**src/sv/scdtm_pkg.sv**
```systemverilog
package scdtm_pkg;

  // Configuration register widths
  localparam int DRIVE_W = 24;
  localparam int NORM_W  = 23;
  localparam int TONE_W  = 17;
  localparam int MIX_W   = 17;
  localparam int OGAIN_W = 18;

  // Configuration port
  localparam int CFG_IDX_W  = 3;
  localparam int CFG_DATA_W = 24;

  typedef enum logic [CFG_IDX_W-1:0] {
    REG_DRIVE = 3'd0,
    REG_NORM  = 3'd1,
    REG_TONE  = 3'd2,
    REG_MIX   = 3'd3,
    REG_OGAIN = 3'd4
  } cfg_reg_t;

  // Register reset values
  localparam logic [DRIVE_W-1:0] DRIVE_RST = 24'd260904;
  localparam logic [NORM_W-1:0]  NORM_RST  = 23'd4197240;
  localparam logic [TONE_W-1:0]  TONE_RST  = 17'd41354;
  localparam logic [MIX_W-1:0]   MIX_RST   = 17'd65536;
  localparam logic [OGAIN_W-1:0] OGAIN_RST = 18'd65536;

  // 1.0 in Q1.16
  localparam logic [16:0] UNIT_Q16 = 17'd65536;

  // 1.0 in Q31, used when building the tanh table
  localparam longint ONE_Q31 = longint'(1) <<< 31;

  // Lowpass state limits
  localparam longint INT32_MAX = 64'sd2147483647;
  localparam longint INT32_MIN = -64'sd2147483648;

  // Shared multiplier: signed A x signed B, registered product
  localparam int MUL_A_W = 38;
  localparam int MUL_B_W = 25;
  localparam int MUL_P_W = 63;

  // |sample * drive| in Q.28
  localparam int XQ_W = 37;

  typedef logic signed [MUL_P_W-1:0] prod_t;

  // Operand pair routed to the shared multiplier
  typedef enum logic [2:0] {
    MSEL_DRIVE  = 3'd0,
    MSEL_POS    = 3'd1,
    MSEL_INTERP = 3'd2,
    MSEL_NORM   = 3'd3,
    MSEL_TONE   = 3'd4,
    MSEL_DRY    = 3'd5,
    MSEL_WET    = 3'd6,
    MSEL_OGAIN  = 3'd7
  } mul_sel_t;

  // Controller to datapath commands
  typedef struct packed {
    logic     in_load;
    logic     mul_en;
    mul_sel_t mul_sel;
    logic     idx_load;
    logic     rd_next;
    logic     y_load;
    logic     clip_load;
    logic     step_load;
    logic     st_update;
    logic     acc_load;
    logic     sum_load;
    logic     blend_load;
    logic     out_load;
  } dp_cmd_t;

  // Shift right with rounding to nearest, halves away from zero
  function automatic prod_t round_shift(prod_t v, int unsigned sh);
    prod_t mag;
    prod_t half;
    if (sh == 0) begin
      return v;
    end
    mag  = v[MUL_P_W-1] ? -v : v;
    half = prod_t'(1) << (sh - 1);
    mag  = (mag + half) >> sh;
    return v[MUL_P_W-1] ? -mag : mag;
  endfunction

endpackage

```
**src/sv/scdtm_ctrl.sv**
```systemverilog
module scdtm_ctrl (
  input  logic               clk,
  input  logic               rst_n,
  input  logic               in_valid,
  output logic               in_ready,
  input  logic               out_ready,
  output logic               out_valid,
  output scdtm_pkg::dp_cmd_t cmd
);
  import scdtm_pkg::*;

  typedef enum logic [17:0] {
    ST_IDLE = 18'h00001,
    ST_DRV  = 18'h00002,
    ST_POS  = 18'h00004,
    ST_IDX  = 18'h00008,
    ST_RD1  = 18'h00010,
    ST_INT  = 18'h00020,
    ST_Y    = 18'h00040,
    ST_NRM  = 18'h00080,
    ST_CLIP = 18'h00100,
    ST_LP   = 18'h00200,
    ST_LPS  = 18'h00400,
    ST_ST   = 18'h00800,
    ST_BL1  = 18'h01000,
    ST_BL2  = 18'h02000,
    ST_BLS  = 18'h04000,
    ST_BLR  = 18'h08000,
    ST_OG   = 18'h10000,
    ST_OUT  = 18'h20000
  } state_t;

  state_t state_r, state_nxt;
  logic   out_valid_r, out_valid_nxt;

  // Sequencer: one step of the sample computation per state
  always_comb begin
    cmd       = '0;
    state_nxt = state_r;
    in_ready  = 1'b0;
    unique case (state_r)
      ST_IDLE: begin
        in_ready    = 1'b1;
        cmd.in_load = in_valid;
        if (in_valid) begin
          state_nxt = ST_DRV;
        end
      end
      ST_DRV: begin
        cmd.mul_en  = 1'b1;
        cmd.mul_sel = MSEL_DRIVE;
        state_nxt   = ST_POS;
      end
      ST_POS: begin
        cmd.mul_en  = 1'b1;
        cmd.mul_sel = MSEL_POS;
        state_nxt   = ST_IDX;
      end
      ST_IDX: begin
        cmd.idx_load = 1'b1;
        state_nxt    = ST_RD1;
      end
      ST_RD1: begin
        cmd.rd_next = 1'b1;
        state_nxt   = ST_INT;
      end
      ST_INT: begin
        cmd.mul_en  = 1'b1;
        cmd.mul_sel = MSEL_INTERP;
        state_nxt   = ST_Y;
      end
      ST_Y: begin
        cmd.y_load = 1'b1;
        state_nxt  = ST_NRM;
      end
      ST_NRM: begin
        cmd.mul_en  = 1'b1;
        cmd.mul_sel = MSEL_NORM;
        state_nxt   = ST_CLIP;
      end
      ST_CLIP: begin
        cmd.clip_load = 1'b1;
        state_nxt     = ST_LP;
      end
      ST_LP: begin
        cmd.mul_en  = 1'b1;
        cmd.mul_sel = MSEL_TONE;
        state_nxt   = ST_LPS;
      end
      ST_LPS: begin
        cmd.step_load = 1'b1;
        state_nxt     = ST_ST;
      end
      ST_ST: begin
        cmd.st_update = 1'b1;
        state_nxt     = ST_BL1;
      end
      ST_BL1: begin
        cmd.mul_en  = 1'b1;
        cmd.mul_sel = MSEL_DRY;
        state_nxt   = ST_BL2;
      end
      ST_BL2: begin
        cmd.acc_load = 1'b1;
        cmd.mul_en   = 1'b1;
        cmd.mul_sel  = MSEL_WET;
        state_nxt    = ST_BLS;
      end
      ST_BLS: begin
        cmd.sum_load = 1'b1;
        state_nxt    = ST_BLR;
      end
      ST_BLR: begin
        cmd.blend_load = 1'b1;
        state_nxt      = ST_OG;
      end
      ST_OG: begin
        cmd.mul_en  = 1'b1;
        cmd.mul_sel = MSEL_OGAIN;
        state_nxt   = ST_OUT;
      end
      ST_OUT: begin
        // wait here while the previous result is still unclaimed
        if (!out_valid_r || out_ready) begin
          cmd.out_load = 1'b1;
          state_nxt    = ST_IDLE;
        end
      end
      default: begin
        state_nxt = ST_IDLE;
      end
    endcase
  end

  // Result valid flag
  always_comb begin
    priority if (cmd.out_load) begin
      out_valid_nxt = 1'b1;
    end else if (out_ready) begin
      out_valid_nxt = 1'b0;
    end else begin
      out_valid_nxt = out_valid_r;
    end
  end

  always_ff @(posedge clk) begin
    if (!rst_n) begin
      state_r     <= ST_IDLE;
      out_valid_r <= 1'b0;
    end else begin
      state_r     <= state_nxt;
      out_valid_r <= out_valid_nxt;
    end
  end

  assign out_valid = out_valid_r;

endmodule

```
**config.mk**
```make
export PLATFORM = sky130hd
export DESIGN_NAME = scdtm_ctrl
export DESIGN_NICKNAME = d
export VERILOG_FILES = /design/src/sv/scdtm_pkg.sv /design/src/sv/scdtm_ctrl.sv
export SDC_FILE = /design/constraint.sdc
export NUM_CORES = 1
export LEC_CHECK = 0
export ABC_CLOCK_PERIOD_IN_PS = 1880
export BUFFER_PORTS_ARGS = -buffer_cell sky130_fd_sc_hd__buf_2
export CAP_MARGIN = 20
export CORE_MARGIN = 10
export CORE_UTILIZATION = 50
export CTS_BUF_LIST = sky130_fd_sc_hd__clkbuf_4 sky130_fd_sc_hd__clkbuf_8
export CTS_CLUSTER_DIAMETER = 80
export DETAILED_ROUTE_END_ITERATION = 7
export PLACE_DENSITY = 0.88
export SLEW_MARGIN = 0
export SYNTH_ARGS = -nofsm -noshare
export SYNTH_HDL_FRONTEND = slang
export SYNTH_SLANG_ARGS = --single-unit
```
**constraint.sdc**
```tcl
create_clock -name clk -period 1.88 [get_ports clk]
set_input_delay 0.094 -clock clk [delete_from_list [all_inputs] [get_ports clk]]
set_output_delay 0.094 -clock clk [all_outputs]
set_load 0.1 [all_outputs]
```
==> reports/metrics.cfg, run 1 <==
[synthesis]
ys_seq_elements = 19
synth_cells = 121
ys_warn_count = 0
synth.distinct_cells = 39
synth_area_leaders = dfxtp_1 (35%), nor2_1 (5.9%), nor4_4 (5.9%), nor4b_1 (3.2%), nand3_1 (2.8%)
yosys.area.top_type = dfxtp_1
syn-num-nets = 125
seq_area_frac_synth_pct = 35.1
syn_area_um2 = 1080
syn_avg_cell_area_um2 = 8.95
yosysTopAreaCellShare_pct = 35.1

[placement]
port_buffers = 20
gp_congestion = 0.834
hpwl_um = 2700

[cts]
clkSinkCount = 19
h-tree-depth = 1
cts_buffers = 3
root_buffer = clkbuf_4
cts_buffer_depth = 2

[die]
die_w_um = 66.6
ios = 21
die-height_um = 66.6
row_count = 16
floorplan.initialDensity_pct = 54.1

[sta]
endpoint_type = top-level output
worst_endpoint = cmd[11]

[status]
stop_stage = global routing
firstError = [ERROR DPL-0038] Utilization greater than 100%, impossible to legalize
status = stopped before the end

[global_routing]
grt_max_degree = 11

==> synth_stat cells <==
| cell | instances |
|---|---|
| o41ai_4 | 1 |
| nor2b_1 | 3 |
| nor4_1 | 2 |
| nor3b_1 | 3 |
| nor3b_2 | 1 |
| a41o_1 | 1 |
| buf_4 | 2 |
| xnor2_1 | 2 |
| a21oi_1 | 3 |
| nor3_1 | 4 |
| and2_1 | 2 |
| o211ai_1 | 1 |
| nand3b_1 | 3 |
| and4b_4 | 1 |
| xor2_1 | 3 |
| nand2_1 | 6 |
| inv_1 | 8 |
| a2111oi_1 | 1 |
| nand3_2 | 1 |
| nand4_1 | 3 |
| nand2b_2 | 1 |
| and3b_1 | 1 |
| nor4b_1 | 4 |
| buf_6 | 1 |
| o21ai_0 | 3 |
| dfxtp_1 | 19 |
| o32ai_1 | 1 |
| nor4_4 | 3 |
| or3_1 | 1 |
| and4_1 | 2 |
| and3_1 | 1 |
| nor2_1 | 17 |
| nand2_2 | 1 |
| nor3_2 | 1 |
| nand4b_1 | 1 |
| nand2b_1 | 4 |
| nand3_1 | 6 |
| nor4_2 | 2 |
| a211oi_1 | 1 |
==> kinds of logic after synthesis <==
| logic type | Yosys count | synth area share [%] |
|---|---|---|
| xor+xnor | 5 | 4.04 |
| buf+inv | 11 | 5.20 |
| simple gates | 74 | 46.3 |
| compound gates | 12 | 9.35 |
| flops | 19 | 35.1 |
==> stage by stage <==
step | instance area [um2] | hold WS [ns] | cells | setup TNS (ns) | setup slack, ns
3_5_place_dp | 1670 | 0.425 | 185 | -0.190 | -0.0663
2_1_floorplan | 1170 | 0.211 | 121 | -3.13 | -0.586
4_1_cts | 1930 | 0.104 | 205 | -2.96 | -0.218
3_3_place_gp | 1670 | 0.397 | 185 | 0 | 0.0528
==> repair_timing <==
action                     4_1_cts
setup endpoints to repair       19
hold buffers                     0
hold endpoints to repair         0
buffers inserted                15
resized for setup               27
pin swaps                       19
gates cloned                     1
==> run 2: changes to the inputs <==
ABC_CLOCK_PERIOD_IN_PS = 2400   (was 1880)
CORE_AREA = 10 10 71 73   (was unset)
CORE_MARGIN = unset   (was 10)
CORE_UTILIZATION = unset   (was 50)
CTS_BUF_LIST = unset   (was sky130_fd_sc_hd__clkbuf_4 sky130_fd_sc_hd__clkbuf_8)
CTS_CLUSTER_DIAMETER = unset   (was 80)
DIE_AREA = 0 0 81 83   (was unset)
PLACE_DENSITY = unset   (was 0.88)
PLACE_DENSITY_LB_ADDON = 0.15   (was unset)
clock period = 2.4 ns   (was 1.88 ns; I/O delays follow)
==> run 2 against run 1 <==
Effect of this change:
- the run now ends clean
- synthesized cell count stayed put
- synthesized area stayed put
==> reports/metrics.cfg, run 2 <==
[cts]
cts_tree = built
path_clk_slew_ns = 0.07
cts_setup_buffers = 0  ; -15
clkSinkCount = 19  ; unchanged
cts_buffer_depth = 2  ; unchanged
cts_buffers = 3  ; unchanged
h-tree-depth = 1  ; unchanged
root_buffer = clkbuf_8
insertion_delay_ns = 0.26

[synthesis]
syn_area_um2 = 1080  ; unchanged
syn-num-nets = 125  ; unchanged
synth_edf_count = 0  ; unchanged
yosys.area_share.adder_pct = 0  ; unchanged
synthXorXnorAreaFrac_pct = 4.04  ; unchanged
muxShareOfSynthArea_pct = 0  ; unchanged
synth-simple-area-share_pct = 46.3  ; unchanged
yosysTopAreaCellShare_pct = 35.1  ; unchanged
ys_seq_elements = 19  ; unchanged
syn_avg_cell_area_um2 = 8.95  ; unchanged
synth_top_family_by_area = simple AND/OR/NAND/NOR gates
seq_area_frac_synth_pct = 35.1  ; unchanged
yosysMostFrequentCell = dfxtp_1
synth_cells = 121  ; unchanged
synth.distinct_cells = 39  ; unchanged
synth.top_cells.by_count = dfxtp_1 (19), nor2_1 (17), inv_1 (8)
yosys.area.top_type = dfxtp_1
synth_compound_area_share_pct = 9.35  ; unchanged
dominantRegCellSynth = dfxtp_1
synth_area_leaders = dfxtp_1 (35%), nor2_1 (5.9%), nor4_4 (5.9%), nor4b_1 (3.2%), nand3_1 (2.8%)
async_flop_share_pct = 0  ; unchanged
ys_warn_count = 0  ; unchanged

[global_routing]
antenna_found_initial = 0
grt_pass1_wl_um = 4830
grt_max_degree = 14
grt.overflow.total = 0
grtUsageTotal_pct = 8.85
grt_pass1_vias = 983

[critical_path]
critPathArrivalTime_ns = 2.18
cp_slowest_cell = nor4_4
reg2reg_from = state_r[15]
worstPathMaxFanout = 7
reg2reg_to = state_r[8]
worst-r2r-cell-count = 5
critical_path.top_delay_family = simple AND/OR/NAND/NOR gates
cp-start-kind = register
slowest_delay_ns = 0.47
required_ns = 2.28
r2r_slack_ns = 0.36
cp_num_buf_inv = 1
path_cells = nor4_4 -> nand3_2 -> nor3_4 -> and2_4 -> buf_2
endpoint_kind = output pin
critical_path_class = reg2out

[final_layout]
area_delta_synth_final_pct = 32.3
top_register = state_r
final_layout_size_suffix_gt1_share_pct = 30.8
stdcell_count = 191
nFillCells = 383
num_antenna_cells = 0
fin_nets = 148
finish.utilization_pct = 39.5
final_cell_mix = nor2_1 (17), dfxtp_1 (17), buf_2 (11)
largest_register_ffs = 18

[sta]
finalWorstSetupSlack_ns = 0.0986
max_freq_ghz = 0.435
whs_ns = 0.144
setup_viol = 0
tightest_slew_ns = 0.567
fin_tns_setup_ns = 0
fin_crit_sh_pct = 95.9
clock_skew_ns = 0.00324
maxSlewHeadroom_pct = 61.6
period_needed_ns = 2.30
slew_viol_final = 0
hold_violations = 0

[detailed_routing]
first_iter_violations = 59
drc = 0
vias = 949
antenna_left = 0
routed_via_density = 4.97
drt-wirelength-per-cell_um = 14.7
dr.pass1.iters = 4
routed_wl_um = 2810

[hold_path]
hp-start = rst_n
hp-class = in2reg
whs_path_depth = 3
whs_endpoint = state_r[17]

[die]
floorplan.initialDensity_pct = 29.8  ; -24 points
ios = 21  ; unchanged
core_um2 = 3630
die_w_um = 81  ; +22%
dieArea_um2 = 6720
row_count = 22  ; +6
die-height_um = 83  ; +25%

[placement]
post-place-ws_ns = 0.288  ; +0.354 ns
port_buffers = 20  ; unchanged
hpwl_um = 2190  ; -19%
gp_congestion = 0.841  ; +0.79%
dp.cells = 187  ; +1.1%

[pwr]
leakage_nw = 0.583
power_density_nw_per_um2 = 577
peakVddDrop_v = 0.000282

[status]
status = finished clean

[run]
drv_cap = 0

## run 2: layer usage
metal | up-vias | wire length, um | GRT usage [%]
met5 | - | 0 | 0
met4 | 0 | 29 | 2.35
met3 | 4 | 140 | 3.56
met2 | 18 | 1380 | 13.8
met1 | 442 | 1250 | 10.9
li1 | 485 | - | -
## run 2: layout make-up
class	instances	area, um2	area share, %
Clock buffer	4	45.0	3.14
Inverter	8	30.0	2.09
Multi-Input combinational cell	91	723	50.4
Sequential cell	19	383	26.7
Tap cell	48	60.1	4.19
Timing Repair Buffer	21	193	13.4
## run 2: power by group
group	total (W)	switching (W)	internal (W)
sequential	0.000341	0.0000172	0.000324
combinational	0.000255	0.000174	0.0000819
clock	0.000231	0.000112	0.000118
total	0.000827	0.000303	0.000524
## run 2: cell families after synthesis
family / Yosys count
compound gates: 12
simple gates: 74
flops: 19
xor+xnor: 5
buf+inv: 11
## run 2: through the flow
stage / instance area [um2] / power (W)
floorplan: 1140 / 0.000553
global placement: 1350 / 0.000593
detailed placement: 1350 / 0.000594
CTS: 1400 / 0.000825
global route: 1430 / 0.000872
finish: 1430 / 0.000827
## run 2: what timing repair did
item,CTS,global route
setup endpoints to repair,0,6
hold buffers,0,0
gates resized for setup,0,8
## run 2: tightest hold or removal path: stages
cell     delay (ns)
buf_2          0.13
o41ai_4        0.07
a21oi_1        0.04
## run 2: worst max-delay path by stage
stage	start	endpoint	slack, ns	cells past startpoint
after detailed placement	state_r[6]	cmd[4]	0.29	6
after global placement	state_r[6]	cmd[6]	0.34	6
after floorplan	state_r[15]	cmd[10]	-0.09	3
final	state_r[15]	cmd[14]	0.1	5
after CTS	state_r[7]	cmd[4]	0.006	6
after global routing	state_r[8]	cmd[1]	-0.01	4
(Power assumes the default switching activity.)
==> run 3: changes to the inputs <==
ABC_AREA = 1   (was unset)
CTS_CLUSTER_SIZE = 8   (was unset)
==> run 3 against run 2 <==
Effect of this change:
- synthesized cell count rose by 61%
- combinational power shrank 49%
- total power shrank 17%
- critical endpoint is now cmd[13]
- largest power group unchanged
- highest routed layer unchanged
==> reports/metrics.cfg, run 3 <==
[detailed_routing]
antenna_left = 0  ; unchanged
routed_via_density = 4.44  ; -11%
drc = 0  ; unchanged
drt-wirelength-per-cell_um = 11.3  ; -23%
vias = 1160  ; +22%
dr.pass1.iters = 4  ; unchanged
first_iter_violations = 48  ; -19%
routed_wl_um = 2940  ; +4.6%

[critical_path]
critical_path_class = reg2out
critPathArrivalTime_ns = 2.10  ; -0.08 ns
cp_num_buf_inv = 3  ; +2
critical_path.top_delay_family = simple AND/OR/NAND/NOR gates
cp_slowest_cell = buf_2
endpoint_kind = output pin
path_cells = nor2_2 -> nand2_2 -> nor2_4 -> nand3_1 -> nand2_1 -> inv_1 -> nand2_1 -> nor2_1 -> inv_1 -> buf_2
cp-start-kind = register
worstPathMaxFanout = 12  ; +5
slowest_delay_ns = 0.41  ; -0.06 ns
required_ns = 2.28  ; about the same

[cts]
hold_buffers = 0  ; unchanged
cts_setup_buffers = 0  ; unchanged
cts_buffers = 3  ; unchanged
root_buffer = clkbuf_8
cts_buffer_depth = 2  ; unchanged
cts_tree = built
clkSinkCount = 19  ; unchanged
insertion_delay_ns = 0.26  ; about the same
path_clk_slew_ns = 0.07  ; about the same
h-tree-depth = 1  ; unchanged
cts_resized = 0  ; unchanged

[synthesis]
syn_avg_cell_area_um2 = 6.45  ; -28%
synth.distinct_cells = 25  ; -36%
yosysMostFrequentCell = inv_1
synth.top_cells.by_count = inv_1 (42), nor2_1 (31), nand3_1 (26)
synth_area_leaders = dfxtp_1 (30%), inv_1 (13%), nand3_1 (10%), nor2_1 (9.3%), nand2_1 (6.0%)
synth_cells = 195  ; +61%
dominantRegCellSynth = dfxtp_1
yosys.area.top_type = dfxtp_1
ys_seq_elements = 19  ; unchanged
seq_area_frac_synth_pct = 30.2  ; -4.9 points
ys_warn_count = 0  ; unchanged
async_flop_share_pct = 0  ; unchanged
syn_area_um2 = 1260  ; +16%
synth_edf_count = 0  ; unchanged
syn-num-nets = 199  ; +59%
yosysTopAreaCellShare_pct = 30.2  ; -4.9 points

[final_layout]
nFillCells = 415  ; +8.4%
num_antenna_cells = 0  ; unchanged
top_register = state_r
largest_register_ffs = 18  ; unchanged
final_common_cell = inv_1
area_delta_synth_final_pct = 12.8
final_layout_size_suffix_gt1_share_pct = 27.7  ; -3.1 points
fin_nets = 218  ; +47%
final_cell_mix = inv_1 (42), nor2_1 (31), nand3_1 (26)
design_area_um2 = 1420  ; -1.0%
finish.utilization_pct = 39.0  ; -0.41 points

[placement]
gp_congestion = 0.804  ; -4.3%
post-place-ws_ns = 0.460  ; +0.172 ns
hpwl_um = 2280  ; +3.8%
port_buffers = 20  ; unchanged
place_area_um2 = 1370  ; +1.5%

[die]
core_um2 = 3630  ; unchanged
dieArea_um2 = 6720  ; unchanged
die_w_um = 81  ; unchanged
row_count = 22  ; unchanged
die-height_um = 83  ; unchanged
ios = 21  ; unchanged
floorplan.initialDensity_pct = 34.6  ; +4.8 points

[sta]
clock_skew_ns = 0.00112  ; -0.00212 ns
fin_crit_sh_pct = 92.5  ; -3.4 points
setup_viol = 0  ; unchanged
slew_viol_final = 0  ; unchanged
period_needed_ns = 2.22  ; -0.0819 ns
finalWorstSetupSlack_ns = 0.180  ; +0.0819 ns
rsz0062_at_grt = no
tightest_slew_ns = 0.491  ; -0.0766 ns
hold_violations = 0  ; unchanged
max_freq_ghz = 0.451  ; +3.7%
maxSlewHeadroom_pct = 67.5  ; +5.9 points
whs_ns = 0.141  ; -0.00367 ns

[run]
drv_cap = 0  ; unchanged

[global_routing]
grt_pass1_wl_um = 4950  ; +2.4%
grt_pass1_vias = 1073  ; +9.2%
antenna_found_initial = 0  ; unchanged
grt.overflow.total = 0  ; unchanged
grtUsageTotal_pct = 9.08  ; +0.23 points
grt_max_degree = 18  ; +4

[pwr]
peakVddDrop_v = 0.000165  ; -42%
power_w = 0.000683  ; -17%
power_density_nw_per_um2 = 481  ; -17%
leakage_nw = 0.848  ; +45%

[hold_path]
hp-class = in2reg

[status]
status = finished clean

run 3: cell count changes after synthesis, moves of 4 or more:
| cell | previous run | this run |
|---|---|---|
| inv_1 | 8 | 42 |
| nor4b_1 | 4 | 0 |
| inv_2 | 0 | 7 |
| nor2_2 | 0 | 9 |
| nand3_2 | 1 | 5 |
| nand2_1 | 6 | 20 |
| nor2_1 | 17 | 31 |
| nand2b_1 | 4 | 0 |
| nand2_2 | 1 | 8 |
| nand3_1 | 6 | 26 |
run 3: final timing paths:
kind,start,end,slack (ns),cells after the start
max reg2reg,state_r[10],state_r[6],0.66,10
min,in_valid,state_r[1],0.14,3
min reg2reg,out_valid,state_r[17],0.60,4
max,state_r[10],cmd[13],0.18,10
run 3: kinds of logic after synthesis:
family / after synthesis / share of synthesized area [%]
flip-flops: 19 / 30.2
buffers and inverters: 55 / 18.1
AO/OA/AOI/OAI: 5 / 2.19
AND/OR/NAND/NOR: 116 / 49.5
run 3: per-stage QoR:
| stage | instances | setup TNS (ns) |
|---|---|---|
| 2_1_floorplan | 195 | -3.07 |
| 3_3_place_gp | 257 | 0 |
| 3_5_place_dp | 257 | 0 |
| 4_1_cts | 261 | 0 |
| 5_1_grt | 261 | 0 |
| 6_report | 261 | 0 |
run 3: per-layer routing:
| layer | share of wire, % | wire [um] | global-route usage [%] |
|---|---|---|---|
| met1 | 48 | 1420 | 11.3 |
| met2 | 44 | 1280 | 13.7 |
| met3 | 6.0 | 176 | 2.59 |
| met4 | 2.1 | 61 | 4.69 |
| met5 | 0 | 0 | 0 |
run 3: power breakdown:
group	switching (W)	total, W	internal, W
registers	0.00000315	0.000322	0.000319
clock network	0.000113	0.000232	0.000118
logic	0.000104	0.000129	0.0000254
run 3: area by class of cell:
class	instances	area, um2	share of cell area (%)
multi-input combinational	121	649	45.8
sequential	19	380	26.8
inverter	49	184	13.0
timing repair buffer	20	100	7.05
tap	48	60.1	4.23
clock buffer	4	45.0	3.17
run 3: worst register-to-register path: stages, from the launching register on:
cell,delay [ns]
dfxtp_1,0.33
nor2_2,0.17
nand2_2,0.11
nor2_4,0.31
inv_2,0.10
nor3_4,0.14
nand2_2,0.08
nand2_2,0.07
inv_2,0.13
nand3b_1,0.15
inv_1,0.05
==> run 4: changes to the inputs <==
CTS_BUF_LIST = sky130_fd_sc_hd__clkbuf_8   (was unset)
==> run 4 against run 3 <==
Effect of this change:
- sequential power about the same
- worst hold slack about the same
- via count unchanged
- worst setup slack about the same
- register-to-register slack about the same
- final cell count unchanged
- sequential share of layout area unchanged
- die area unchanged
- maximum frequency about the same
- routed wire length about the same
==> reports/metrics.cfg, run 4 (synthesis gave the netlist of run 3 again) <==
[cts]
cts_setup_buffers = 0  ; unchanged
cts_buffer_depth = 2  ; unchanged
root_buffer = clkbuf_8
cts_buffers = 3  ; unchanged
cts_resized = 0  ; unchanged
h-tree-depth = 1  ; unchanged
insertion_delay_ns = 0.26  ; about the same
cts_tree = built
clkSinkCount = 19  ; unchanged
hold_buffers = 0  ; unchanged
path_clk_slew_ns = 0.07  ; about the same

[die]
floorplan.initialDensity_pct = 34.6  ; unchanged
ios = 21  ; unchanged
die_w_um = 81  ; unchanged
die-height_um = 83  ; unchanged
dieArea_um2 = 6720  ; unchanged
core_um2 = 3630  ; unchanged
row_count = 22  ; unchanged

[detailed_routing]
vias = 1160  ; unchanged
drc = 0  ; unchanged
dr.pass1.iters = 4  ; unchanged
routed_wl_um = 2940  ; about the same
routed_via_density = 4.44  ; unchanged
antenna_left = 0  ; unchanged
drt-wirelength-per-cell_um = 11.3  ; about the same
first_iter_violations = 48  ; unchanged

[critical_path]
slowest_delay_ns = 0.41  ; about the same
reg2reg_to = state_r[6]
path_cells = nor2_2 -> nand2_2 -> nor2_4 -> nand3_1 -> nand2_1 -> inv_1 -> nand2_1 -> nor2_1 -> inv_1 -> buf_2
cp-start-kind = register
crit_end = cmd[13]
critical_path.top_delay_family = simple AND/OR/NAND/NOR gates
cp_num_buf_inv = 3  ; unchanged
crit_start = state_r[10]
required_ns = 2.28  ; about the same
r2r_slack_ns = 0.66  ; about the same
worst-r2r-cell-count = 10  ; unchanged
reg2reg_from = state_r[10]
cp_num_cells = 10  ; unchanged
critPathArrivalTime_ns = 2.10  ; about the same
critical_path_class = reg2out
worstPathMaxFanout = 12  ; unchanged
endpoint_kind = output pin
cp_slowest_cell = buf_2

[pwr]
p_seq_share_pct = 47.5  ; +0.3 points
p_int_w = 0.000458  ; -0.92%
power_density_nw_per_um2 = 478  ; -0.61%
p_sw_w = 0.000220  ; about the same
p_clk_share_pct = 33.5  ; -0.4 points
power_w = 0.000679  ; -0.61%
power_switching_share_pct = 32.5  ; +0.21 points
share_comb_of_total_power_pct = 19.0  ; about the same
leakage_nw = 0.852  ; +0.49%
peakVddDrop_v = 0.000165  ; -0.10%

[sta]
hold_violations = 0  ; unchanged
maxSlewHeadroom_pct = 67.5  ; unchanged
rsz0062_at_grt = no
max_freq_ghz = 0.451  ; about the same
slew_viol_final = 0  ; unchanged
fin_crit_sh_pct = 92.5  ; about the same
setup_viol = 0  ; unchanged
fin_tns_setup_ns = 0  ; unchanged
tightest_slew_ns = 0.491  ; unchanged
whs_ns = 0.140  ; -0.0000900 ns
clock_skew_ns = 0.00103  ; -0.0000803 ns
period_needed_ns = 2.22  ; +0.000108 ns

[final_layout]
design_area_um2 = 1420  ; unchanged
final_cell_mix = inv_1 (43), nor2_1 (31), nand3_1 (26)
final_common_cell = inv_1
num_antenna_cells = 0  ; unchanged
top_register = state_r
stdcell_count = 261  ; unchanged
fin_nets = 218  ; unchanged
area_delta_synth_final_pct = 12.8  ; unchanged
largest_register_ffs = 18  ; unchanged
final_layout_size_suffix_gt1_share_pct = 27.7  ; unchanged

[global_routing]
grt.overflow.total = 0  ; unchanged
grt_max_degree = 18  ; unchanged
antenna_found_initial = 0  ; unchanged
grt_pass1_vias = 1073  ; unchanged
grt_pass1_wl_um = 4950  ; unchanged
grtUsageTotal_pct = 9.08  ; unchanged

[placement]
dp.cells = 257  ; unchanged
gp_congestion = 0.804  ; unchanged
hpwl_um = 2280  ; unchanged
place_area_um2 = 1370  ; unchanged
port_buffers = 20  ; unchanged

[status]
status = finished clean

[run]
drv_cap = 0  ; unchanged

[hold_path]
hp-start = in_valid
hp-class = in2reg

==> run 4: changes by cell type in the layout (fill, tap and decap cells not counted) <==
cell      change
inv_1         +1
clkbuf_1      -1
==> run 4: through the flow <==
stage	worst slack [ns]	util [%]
2_1_floorplan	-0.875	-
3_3_place_gp	0.428	37.8
3_5_place_dp	0.460	37.8
4_1_cts	0.160	39.0
5_1_grt	0.0149	39.0
6_report	0.180	39.0
==> run 4: power groups by stage <==
stage / clock [W] / combinational [W] / sequential, W
after detailed placement: 0 / 0.000130 / 0.000330
after floorplan: 0 / 0.000111 / 0.000329
after CTS: 0.000240 / 0.000131 / 0.000322
after global routing: 0.000251 / 0.000140 / 0.000323
final: 0.000228 / 0.000129 / 0.000322
after global placement: 0 / 0.000131 / 0.000330
==> run 4: worst min-delay path, delay by kind of cell <==
family                 cells  cell delay (ns)
buffers and inverters      2             0.17
and+or+nand+nor            1             0.06
==> run 4: final cells by class <==
class / instances / area [um2]
flip-flops and latches: 19 / 380
well taps: 48 / 60.1
multi-input cells: 121 / 649
inverters: 49 / 184
repair buffers: 20 / 100
clock buffers: 3 / 41.3
clock inverters: 1 / 3.75
fillers: 415 / 2210
==> run 4: how the worst min path moves through the flow <==
stage	endpoint	slack, ns	depth (start not counted)
detailed placement	state_r[1]	0.42	3
finish	state_r[1]	0.14	3
global placement	state_r[1]	0.43	3
CTS	state_r[1]	0.13	3
global route	state_r[1]	0.17	3
floorplan	state_r[1]	0.30	2
==> run 4: routing by layer <==
layer	vias up	part of all wire, %	wire length, um	track usage, %
met5	-	0	0	0
met4	0	2.1	61	4.69
met3	5	6.0	176	2.59
met2	19	44	1280	13.7
met1	508	48	1420	11.3
li1	628	-	-	-
